[src/hdl/ohds_pkg.sv]
// ----------------------------------------------------------------------------
// ohds_pkg: shared types and constants of the one-wire serial engine
// Holds the command codes, the lead character of a frame, the decoded item
// that travels from the front end to the engine, and the frame byte selector.
// ----------------------------------------------------------------------------
package ohds_pkg;

  // Command codes of the opcode field; the engine mode uses the same codes.
  localparam logic [1:0] OP_TICK  = 2'd0;
  localparam logic [1:0] OP_SEND  = 2'd1;
  localparam logic [1:0] OP_RECV  = 2'd2;
  localparam logic [1:0] OP_FRAME = 2'd3;

  localparam logic [1:0] MODE_IDLE  = 2'd0;
  localparam logic [1:0] MODE_TX    = 2'd1;
  localparam logic [1:0] MODE_RX    = 2'd2;
  localparam logic [1:0] MODE_FRAME = 2'd3;

  // Every frame opens with an ASCII 'a'.
  localparam logic [7:0] LEAD_CHAR = 8'h61;

  // Configuration register indexes.
  localparam logic REG_HALF_BIT = 1'b0;
  localparam logic REG_FULL_BIT = 1'b1;

  // Timing registers as seen by the engine.
  typedef struct packed {
    logic [15:0] half_bit_ticks;
    logic [15:0] full_bit_ticks;
  } cfg_t;

  // One tick after decoding by the front end.
  typedef struct packed {
    logic        is_cmd;      // a command is carried by this tick
    logic [1:0]  mode;        // mode that the command would start
    logic [7:0]  first_byte;  // first byte loaded into the shifter
    logic [31:0] words;       // frame words, word_b in the upper half
    logic        line_level;
  } item_t;

  // One result as produced by the engine.
  typedef struct packed {
    logic       drive_enable;
    logic       drive_level;
    logic       pullup_enable;
    logic [7:0] received_byte;
    logic       received_valid;
    logic       byte_sent;
    logic       frame_sent;
    logic       busy_res;
    logic       command_rejected;
  } res_t;

  // Byte of a frame at a given position: lead, A low, B low, A high, B high.
  function automatic logic [7:0] frame_byte(input logic [31:0] words,
                                            input logic [2:0]  pos);
    logic [7:0] b;
    unique case (pos)
      3'd0:    b = LEAD_CHAR;
      3'd1:    b = words[7:0];
      3'd2:    b = words[23:16];
      3'd3:    b = words[15:8];
      default: b = words[31:24];
    endcase
    return b;
  endfunction

endpackage

[src/hdl/one_wire_half_duplex_serial.sv]
// ----------------------------------------------------------------------------
// one_wire_half_duplex_serial: half-duplex single-wire serial engine
// Each transfer on the input channel is one fine tick of the wire, with the
// sampled line level and an optional command (send byte, receive byte, send
// a five-byte frame). Each tick yields one result transfer with the line
// controls, the receive data and the status flags after that tick.
//
//   channel   | handshake              | payload
//   ----------+------------------------+---------------------------------------
//   in_       | in_valid / in_ready    | opcode, send_byte, word_a, word_b,
//             |                        | line_level
//   out_      | out_valid / out_ready  | drive/pull-up controls, received
//             |                        | byte and flags, busy, rejected
//   config    | psel/penable/pwrite    | half_bit_ticks at 0x0,
//             | pready (always high)   | full_bit_ticks at 0x4
//
// One tick is taken every clock cycle while in_ready is high. An accepted tick
// is written into the queue and then stepped by the engine into its output
// register once that register is free, so a stalled result holds it back.
// The engine's state update sets the rate.
// Reset is synchronous and active low; it returns the engine to idle, empties
// the queue and loads the timing registers with 52 and 104. No clearing pass
// is needed. A stalled result channel fills the queue, after which in_ready
// drops; the input side never stalls the engine otherwise.
// ----------------------------------------------------------------------------
module one_wire_half_duplex_serial #(
  parameter int QUEUE_DEPTH = 2
) (
  input  logic        clk,
  input  logic        rst_n,
  // Tick input
  input  logic        in_valid,
  output logic        in_ready,
  input  logic [1:0]  in_opcode,
  input  logic [7:0]  in_send_byte,
  input  logic [15:0] in_word_a,
  input  logic [15:0] in_word_b,
  input  logic        in_line_level,
  // Result output
  output logic        out_valid,
  input  logic        out_ready,
  output logic        out_drive_enable,
  output logic        out_drive_level,
  output logic        out_pullup_enable,
  output logic [7:0]  out_received_byte,
  output logic        out_received_valid,
  output logic        out_byte_sent,
  output logic        out_frame_sent,
  output logic        out_busy_res,
  output logic        out_command_rejected,
  // Configuration port
  input  logic        psel,
  input  logic        penable,
  input  logic        pwrite,
  input  logic [2:0]  paddr,
  input  logic [31:0] pwdata,
  output logic [31:0] prdata,
  output logic        pready
);

  logic [15:0] half_bit_ticks_r;
  logic [15:0] full_bit_ticks_r;
  logic        cfg_write;
  logic        reg_sel;

  ohds_pkg::cfg_t  cfg;
  ohds_pkg::item_t front_item;
  ohds_pkg::item_t head_item;
  ohds_pkg::res_t  res;

  logic q_full;
  logic q_nonempty;
  logic q_pop;
  logic in_xfer;

  // ---------------------------------------------------------------------------
  // Configuration registers. Only the word index bit of the address is
  // decoded, so each register also answers at the unaligned byte addresses
  // of its word. Writes are expected only while the engine is idle.
  // ---------------------------------------------------------------------------
  assign pready    = 1'b1;
  assign reg_sel   = paddr[2];
  assign cfg_write = psel && penable && pwrite && pready;

  always_ff @(posedge clk) begin
    if (!rst_n) begin
      half_bit_ticks_r <= 16'd52;
      full_bit_ticks_r <= 16'd104;
    end else if (cfg_write) begin
      if (reg_sel == ohds_pkg::REG_HALF_BIT) begin
        half_bit_ticks_r <= pwdata[15:0];
      end else begin
        full_bit_ticks_r <= pwdata[15:0];
      end
    end
  end

  assign prdata = (reg_sel == ohds_pkg::REG_HALF_BIT) ? {16'h0000, half_bit_ticks_r}
                                                      : {16'h0000, full_bit_ticks_r};

  assign cfg.half_bit_ticks = half_bit_ticks_r;
  assign cfg.full_bit_ticks = full_bit_ticks_r;

  // ---------------------------------------------------------------------------
  // Front end: decode the tick and push it into the queue.
  // ---------------------------------------------------------------------------
  assign in_ready = !q_full;
  assign in_xfer  = in_valid && in_ready;

  ohds_front u_front (
    .opcode     (in_opcode),
    .send_byte  (in_send_byte),
    .word_a     (in_word_a),
    .word_b     (in_word_b),
    .line_level (in_line_level),
    .item       (front_item)
  );

  ohds_queue #(
    .DEPTH (QUEUE_DEPTH)
  ) u_queue (
    .clk       (clk),
    .rst_n     (rst_n),
    .push      (in_xfer),
    .push_item (front_item),
    .full      (q_full),
    .pop       (q_pop),
    .nonempty  (q_nonempty),
    .head_item (head_item)
  );

  // ---------------------------------------------------------------------------
  // Back end: the line engine steps once for every queued tick whose result
  // can be placed in the output register.
  // ---------------------------------------------------------------------------
  ohds_engine u_engine (
    .clk        (clk),
    .rst_n      (rst_n),
    .cfg        (cfg),
    .q_nonempty (q_nonempty),
    .q_item     (head_item),
    .q_pop      (q_pop),
    .out_valid  (out_valid),
    .out_ready  (out_ready),
    .res        (res)
  );

  assign out_drive_enable     = res.drive_enable;
  assign out_drive_level      = res.drive_level;
  assign out_pullup_enable    = res.pullup_enable;
  assign out_received_byte    = res.received_byte;
  assign out_received_valid   = res.received_valid;
  assign out_byte_sent        = res.byte_sent;
  assign out_frame_sent       = res.frame_sent;
  assign out_busy_res         = res.busy_res;
  assign out_command_rejected = res.command_rejected;

endmodule

[src/hdl/ohds_front.sv]
// ----------------------------------------------------------------------------
// ohds_front: input decoder of the one-wire serial engine
// Classifies each tick into an idle tick or a command and prepares the
// preload values of the engine, so that the engine only selects them.
// ----------------------------------------------------------------------------
module ohds_front (
  input  logic [1:0]     opcode,
  input  logic [7:0]     send_byte,
  input  logic [15:0]    word_a,
  input  logic [15:0]    word_b,
  input  logic           line_level,
  output ohds_pkg::item_t item
);

  logic [31:0] words;

  assign words = {word_b, word_a};

  always_comb begin
    item.is_cmd     = (opcode != ohds_pkg::OP_TICK);
    item.mode       = opcode;
    item.words      = words;
    item.line_level = line_level;
    unique case (opcode)
      ohds_pkg::OP_SEND:  item.first_byte = send_byte;
      ohds_pkg::OP_FRAME: item.first_byte = ohds_pkg::frame_byte(words, 3'd0);
      default:            item.first_byte = 8'h00;
    endcase
  end

endmodule

[src/hdl/ohds_queue.sv]
// ----------------------------------------------------------------------------
// ohds_queue: short queue between the front end and the engine
// A small circular buffer of decoded ticks with a fill count.
// ----------------------------------------------------------------------------
module ohds_queue #(
  parameter int DEPTH = 2
) (
  input  logic            clk,
  input  logic            rst_n,
  input  logic            push,
  input  ohds_pkg::item_t push_item,
  output logic            full,
  input  logic            pop,
  output logic            nonempty,
  output ohds_pkg::item_t head_item
);

  localparam int PW = (DEPTH > 1) ? $clog2(DEPTH) : 1;
  localparam int CW = $clog2(DEPTH + 1);
  localparam logic [PW-1:0] LAST_PTR = PW'(DEPTH - 1);
  localparam logic [CW-1:0] FULL_CNT = CW'(DEPTH);

  ohds_pkg::item_t slot_r [DEPTH];
  logic [PW-1:0] wr_ptr_r, wr_ptr_nxt;
  logic [PW-1:0] rd_ptr_r, rd_ptr_nxt;
  logic [CW-1:0] count_r,  count_nxt;

  assign full      = (count_r == FULL_CNT);
  assign nonempty  = (count_r != '0);
  assign head_item = slot_r[rd_ptr_r];

  always_comb begin
    wr_ptr_nxt = wr_ptr_r;
    rd_ptr_nxt = rd_ptr_r;
    count_nxt  = count_r;
    if (push) begin
      wr_ptr_nxt = (wr_ptr_r == LAST_PTR) ? '0 : wr_ptr_r + 1'b1;
    end
    if (pop) begin
      rd_ptr_nxt = (rd_ptr_r == LAST_PTR) ? '0 : rd_ptr_r + 1'b1;
    end
    if (push && !pop) begin
      count_nxt = count_r + 1'b1;
    end else if (pop && !push) begin
      count_nxt = count_r - 1'b1;
    end
  end

  always_ff @(posedge clk) begin
    if (!rst_n) begin
      wr_ptr_r <= '0;
      rd_ptr_r <= '0;
      count_r  <= '0;
    end else begin
      wr_ptr_r <= wr_ptr_nxt;
      rd_ptr_r <= rd_ptr_nxt;
      count_r  <= count_nxt;
    end
  end

  always_ff @(posedge clk) begin
    if (push) begin
      slot_r[wr_ptr_r] <= push_item;
    end
  end

endmodule

[src/hdl/ohds_engine.sv]
// ----------------------------------------------------------------------------
// ohds_engine: line engine of the one-wire serial block
// Advances the send/receive state machine by one tick per queued item and
// holds the result in an output register until it is taken.
// ----------------------------------------------------------------------------
module ohds_engine (
  input  logic            clk,
  input  logic            rst_n,
  input  ohds_pkg::cfg_t  cfg,
  input  logic            q_nonempty,
  input  ohds_pkg::item_t q_item,
  output logic            q_pop,
  output logic            out_valid,
  input  logic            out_ready,
  output ohds_pkg::res_t  res
);

  localparam logic [2:0] PH_WAIT = 3'd0;
  localparam logic [2:0] PH_HALF = 3'd1;
  localparam logic [2:0] PH_PULL = 3'd2;
  localparam logic [2:0] PH_LEAD = 3'd3;
  localparam logic [2:0] PH_DATA = 3'd4;

  logic [1:0]  mode_r,  mode_nxt;
  logic [2:0]  phase_r, phase_nxt;
  logic [15:0] tick_r,  tick_nxt;
  logic [2:0]  bit_r,   bit_nxt;
  logic [7:0]  shift_r, shift_nxt;
  logic [31:0] words_r, words_nxt;
  logic [2:0]  pos_r,   pos_nxt;
  logic [7:0]  last_r,  last_nxt;
  logic        out_valid_r, out_valid_nxt;
  ohds_pkg::res_t res_r, res_nxt;

  logic        step;
  logic        taken;
  logic        sending;
  logic [16:0] tick_inc;
  logic [16:0] half_eff;
  logic [16:0] full_eff;
  logic [7:0]  shift_rx;

  assign step      = q_nonempty && (!out_valid_r || out_ready);
  assign q_pop     = step;
  assign out_valid = out_valid_r;
  assign res       = res_r;

  assign tick_inc = {1'b0, tick_r} + 17'd1;
  assign half_eff = (cfg.half_bit_ticks == 16'd0) ? 17'd1 : {1'b0, cfg.half_bit_ticks};
  assign full_eff = (cfg.full_bit_ticks == 16'd0) ? 17'd1 : {1'b0, cfg.full_bit_ticks};
  assign shift_rx = {shift_r[6:0], q_item.line_level};

  always_comb begin
    mode_nxt  = mode_r;
    phase_nxt = phase_r;
    tick_nxt  = tick_r;
    bit_nxt   = bit_r;
    shift_nxt = shift_r;
    words_nxt = words_r;
    pos_nxt   = pos_r;
    last_nxt  = last_r;
    taken     = 1'b0;
    res_nxt   = '0;

    if (q_item.is_cmd) begin
      if (mode_r != ohds_pkg::MODE_IDLE) begin
        res_nxt.command_rejected = 1'b1;
      end else begin
        taken     = 1'b1;
        phase_nxt = PH_WAIT;
        tick_nxt  = '0;
        bit_nxt   = '0;
        pos_nxt   = '0;
        mode_nxt  = q_item.mode;
        shift_nxt = q_item.first_byte;
        if (q_item.mode == ohds_pkg::MODE_FRAME) begin
          words_nxt = q_item.words;
        end
      end
    end

    if (!taken && mode_r != ohds_pkg::MODE_IDLE) begin
      unique case (phase_r)
        PH_WAIT: begin
          if (!q_item.line_level) begin
            phase_nxt = PH_HALF;
            tick_nxt  = '0;
          end
        end
        PH_HALF: begin
          tick_nxt = tick_inc[15:0];
          if (tick_inc >= half_eff) begin
            tick_nxt  = '0;
            bit_nxt   = '0;
            phase_nxt = (mode_r == ohds_pkg::MODE_RX) ? PH_DATA : PH_PULL;
          end
        end
        PH_PULL: begin
          tick_nxt = tick_inc[15:0];
          if (tick_inc >= full_eff) begin
            tick_nxt  = '0;
            phase_nxt = PH_LEAD;
          end
        end
        PH_LEAD: begin
          tick_nxt = tick_inc[15:0];
          if (tick_inc >= full_eff) begin
            tick_nxt  = '0;
            bit_nxt   = '0;
            phase_nxt = PH_DATA;
          end
        end
        default: begin
          tick_nxt = tick_inc[15:0];
          if (tick_inc >= full_eff) begin
            tick_nxt = '0;
            if (mode_r == ohds_pkg::MODE_RX) begin
              shift_nxt = shift_rx;
            end
            if (bit_r == 3'd7) begin
              bit_nxt   = '0;
              phase_nxt = PH_WAIT;
              if (mode_r == ohds_pkg::MODE_RX) begin
                last_nxt               = shift_rx;
                res_nxt.received_valid = 1'b1;
                mode_nxt               = ohds_pkg::MODE_IDLE;
              end else begin
                res_nxt.byte_sent = 1'b1;
                if (mode_r == ohds_pkg::MODE_FRAME && pos_r < 3'd4) begin
                  pos_nxt   = pos_r + 3'd1;
                  shift_nxt = ohds_pkg::frame_byte(words_r, pos_r + 3'd1);
                end else begin
                  res_nxt.frame_sent = (mode_r == ohds_pkg::MODE_FRAME);
                  pos_nxt            = '0;
                  mode_nxt           = ohds_pkg::MODE_IDLE;
                end
              end
            end else begin
              bit_nxt = bit_r + 3'd1;
            end
          end
        end
      endcase
    end

    // Line controls follow the state after this tick.
    sending = (mode_nxt == ohds_pkg::MODE_TX) || (mode_nxt == ohds_pkg::MODE_FRAME);
    if (sending) begin
      if (phase_nxt == PH_PULL) begin
        res_nxt.pullup_enable = 1'b1;
      end else if (phase_nxt == PH_LEAD) begin
        res_nxt.drive_enable = 1'b1;
        res_nxt.drive_level  = 1'b1;
      end else if (phase_nxt == PH_DATA) begin
        res_nxt.drive_enable = 1'b1;
        res_nxt.drive_level  = shift_nxt[3'd7 - bit_nxt];
      end
    end
    res_nxt.received_byte = last_nxt;
    res_nxt.busy_res      = (mode_nxt != ohds_pkg::MODE_IDLE);
  end

  always_comb begin
    if (step) begin
      out_valid_nxt = 1'b1;
    end else if (out_ready) begin
      out_valid_nxt = 1'b0;
    end else begin
      out_valid_nxt = out_valid_r;
    end
  end

  always_ff @(posedge clk) begin
    if (!rst_n) begin
      mode_r      <= ohds_pkg::MODE_IDLE;
      phase_r     <= PH_WAIT;
      tick_r      <= '0;
      bit_r       <= '0;
      shift_r     <= '0;
      words_r     <= '0;
      pos_r       <= '0;
      last_r      <= '0;
      out_valid_r <= 1'b0;
    end else begin
      out_valid_r <= out_valid_nxt;
      if (step) begin
        mode_r  <= mode_nxt;
        phase_r <= phase_nxt;
        tick_r  <= tick_nxt;
        bit_r   <= bit_nxt;
        shift_r <= shift_nxt;
        words_r <= words_nxt;
        pos_r   <= pos_nxt;
        last_r  <= last_nxt;
      end
    end
  end

  always_ff @(posedge clk) begin
    if (step) begin
      res_r <= res_nxt;
    end
  end

endmodule

[config.mk]
export PLATFORM = sky130hd
export DESIGN_NAME = one_wire_half_duplex_serial
export DESIGN_NICKNAME = d
export VERILOG_FILES = /design/src/hdl/ohds_pkg.sv /design/src/hdl/one_wire_half_duplex_serial.sv /design/src/hdl/ohds_front.sv /design/src/hdl/ohds_queue.sv /design/src/hdl/ohds_engine.sv
export SDC_FILE = /design/constraint.sdc
export NUM_CORES = 1
export LEC_CHECK = 0
export ABC_AREA = 0
export BUFFER_PORTS_ARGS = -buffer_cell sky130_fd_sc_hd__buf_2
export CAP_MARGIN = 10
export CORE_UTILIZATION = 30
export CTS_BUF_LIST = sky130_fd_sc_hd__clkbuf_4 sky130_fd_sc_hd__clkbuf_8 sky130_fd_sc_hd__clkbuf_16
export CTS_CLUSTER_SIZE = 24
export DETAILED_ROUTE_END_ITERATION = 10
export GPL_TIMING_DRIVEN = 0
export PLACE_DENSITY = 0.54
export SLEW_MARGIN = 20
export SYNTH_ARGS = -nofsm -noshare
export SYNTH_HDL_FRONTEND = slang
export SYNTH_SLANG_ARGS = --single-unit
[constraint.sdc]
create_clock -name clk -period 5.55 [get_ports clk]
set_input_delay 1.11 -clock clk [delete_from_list [all_inputs] [get_ports clk]]
set_output_delay 1.11 -clock clk [all_outputs]
set_load 0.1 [all_outputs]
==> impl_metrics.yaml <==
routing:
  remaining_drc_errors: 0
  drt_pass1_iterations: 5
  avgViaCountPerCell: 4.95
  num_vias: 8215
  drt_iter0_drc: 533
  wl_per_cell_um: 16.8
  wl_um: 27800
  drtAntennaViolNets: 0
cts:
  clk_pin_slew_ns: 0.06
  cts_resized: 0
  cts_hold_buffers: 0
  clock_sinks: 217
  ctsLongestPathBuffers: 3
  clock-root-buffer: "clkbuf_16"
  cts_htree_levels: 1
  cts_setup_buffers: 0
  cts_tree: "yes"
  clk_latency_ns: 0.55
  cts_inserted_buffers: 25
die:
  rows: 68
  initial_utilization_pct: 30.7
  die_w_um: 190
  core_area_mm2: 0.0347
  die_y_um: 190
  dieArea_mm2: 0.0363
  ioPinCount: 136
global_routing:
  antenna_found_initial: 0
  grt_pass1_wl_um: 43900
  gr-usage-all-layers_pct: 15.4
  grt_pass1_vias: 8079
  grt_max_degree: 45
  overflow: 0
setup_path:
  cp.arrival_ns: 5.36
  worst_setup_path_end_kind: "register"
  cp_max_fo: 10
  critPathLaunchType: "register"
  r2r_setup_slack_ns: 0.59
  worstPathRequired_ns: 5.95
  worstSetupPathType: "reg2reg"
sta:
  drv_slew: 0
  period_needed_ns: 4.96
  skew_ns: 0.00795
  clock.fmax_ghz: 0.202
  setup_viol: 0
  finalSetupTns_ns: 0
  hold_viol: 0
  rsz0062_at_grt: "no"
  finalCritPeriodShare_pct: 89.3
  max_slew.worst_pin.slew_ns: 0.839
  hold_ws_ns: 0.451
  slew-limit-headroom_pct: 44.1
final_layout:
  post-route-util_pct: 36.7
  antenna_cells: 0
  design_area_mm2: 0.0127
  syn2layout_area_growth_pct: 19.5
  layout-drive-gt1-share_pct: 16.6
  nNetsFinal: 1310
flow_run:
  drv_cap: 0
synth:
  synthArstFlopShare_pct: 0
  postSynthCellCount: 1041
  yosysTopAreaCell: "edfxtp_1"
  synth_area_mm2: 0.0107
  synth-edff-count: 104
  synth_common_cells: "nand2_1, dfxtp_1, edfxtp_1"
  synth-main-ff-cell: "dfxtp_1"
  synth_area_leaders: "edfxtp_1, dfxtp_1, nand2_1"
  syn_area_per_cell_um2: 10.2
  synth.most_common_cell: "nand2_1"
  ys_types: 69
  yosys_warnings: 0
  seq_area_frac_synth_pct: 50.5
  yosys.area.top_type_share_pct: 29.3
  synth_seq_cells: 217
placement:
  gp_congestion: 0.909
  place_hpwl_um: 20200
  place.port_buffers: 98
  post_dp_cell_area_mm2: 0.0119
min_path:
  min_path_type: "reg2reg"
pwr:
  p_per_area_mw_per_mm2: 491
  ir_drop_mv: 0.228
  leakage_nw: 5.21
  power_w: 0.00625
status:
  status: "completed"
-- cell usage in the layout, fill, tap and decap left out, drive strengths merged, types with 5 or more instances in the layout --
cell,n
nand2,172
buf,129
dfxtp,113
edfxtp,104
clkbuf,87
mux2i,47
o21ai,44
inv,42
o211a,41
ha,41
a21oi,41
a21boi,39
nor2,31
nor2b,25
a22oi,21
nand3,18
conb,17
and2,15
nor3,15
a21o,12
xnor2,11
o211ai,10
mux2,10
nor4,10
nand4,8
nand2b,8
a221o,8
or2,8
o21a,6
xor2,6
a222oi,6
o22ai,5
a211oi,5
and3,5
clkinv,5
-- area by class of cell --
type / instances / area, um2
clock buffer: 35 / 724
timing repair buffer: 101 / 566
fill: 3515 / 22000
sequential: 217 / 5390
buffer: 80 / 377
inverter: 40 / 150
multi-input combinational: 719 / 4810
tap: 455 / 569
clock inverter: 11 / 146
-- routing by layer --
| layer | up-vias | part of all wire, % | GRT usage [%] |
|---|---|---|---|
| li1 | 4035 | - | - |
| met3 | 51 | 5.2 | 2.13 |
| met4 | 0 | 2.7 | 4.95 |
| met1 | 3892 | 45 | 20.5 |
| met2 | 237 | 47 | 25.7 |
| met5 | - | 0 | 0 |
-- critical path, stage by stage, from the launching register on --
cell      delay, ns
dfxtp_1        0.40
and3_1         0.24
and4_1         0.29
nor2b_1        0.30
nor2b_1        0.21
nor2b_1        0.08
or2_2          0.33
ha_1           0.32
o21a_1         0.20
o21ai_2        0.19
a211oi_2       0.08
nor4_4         0.51
nand2_4        0.16
o21ai_1        0.37
a22o_1         0.28
mux2_2         0.36
mux2i_1        0.24
o211a_1        0.24
-- path summary, 6_finish.rpt --
| path | start | to | cells past startpoint |
|---|---|---|---|
| setup / recovery | u_engine.tick_r[2] | u_engine.res[14] | 17 |
| hold / removal | u_engine.last_r[6] | u_engine.last_r[6] | 2 |
| setup reg to reg | u_engine.tick_r[2] | u_engine.res[14] | 17 |
| hold reg to reg | u_engine.last_r[6] | u_engine.last_r[6] | 2 |
-- per-stage QoR --
step | instances | setup slack [ns]
6_report | 1658 | 0.591
3_5_place_dp | 1612 | 0.709
3_3_place_gp | 1609 | 0.370
5_1_grt | 1658 | 0.275
2_1_floorplan | 1056 | 0.872
4_1_cts | 1658 | 0.666
-- cell families after synthesis --
group                      after synthesis  share of synthesized area [%]
xor gates and xnor gates                17                           1.40
muxes                                   57                           5.47
adders and majority gates               41                           4.81
DFF                                    217                           50.5
and+or+nand+nor                        326                           14.6
buffers and inverters                  120                           4.93
AOI/OAI and AO/OA                      261                           18.2
other                                    2                         0.0705
-- flip-flops by register name, summed over array words and instances (netlist names), 3 cells and up, named ones only --
| signal | flops |
|---|---|
| u_queue.slot_r | 88 |
| u_engine.words_r | 32 |
| full_bit_ticks_r | 16 |
| half_bit_ticks_r | 16 |
| u_engine.res | 16 |
| u_engine.tick_r | 16 |
| u_engine.last_r | 8 |
| u_engine.shift_r | 8 |
| u_engine.bit_r | 3 |
| u_engine.phase_r | 3 |
| u_engine.pos_r | 3 |
-- power breakdown --
part | leakage [nW] | internal (W) | total, W | switching (W)
Clock | 0.436 | 0.00106 | 0.00174 | 0.000686
Combinational | 2.87 | 0.000700 | 0.00237 | 0.00167
Sequential | 1.90 | 0.00198 | 0.00214 | 0.000152
Note: power is estimated with default switching activity, not from simulation.
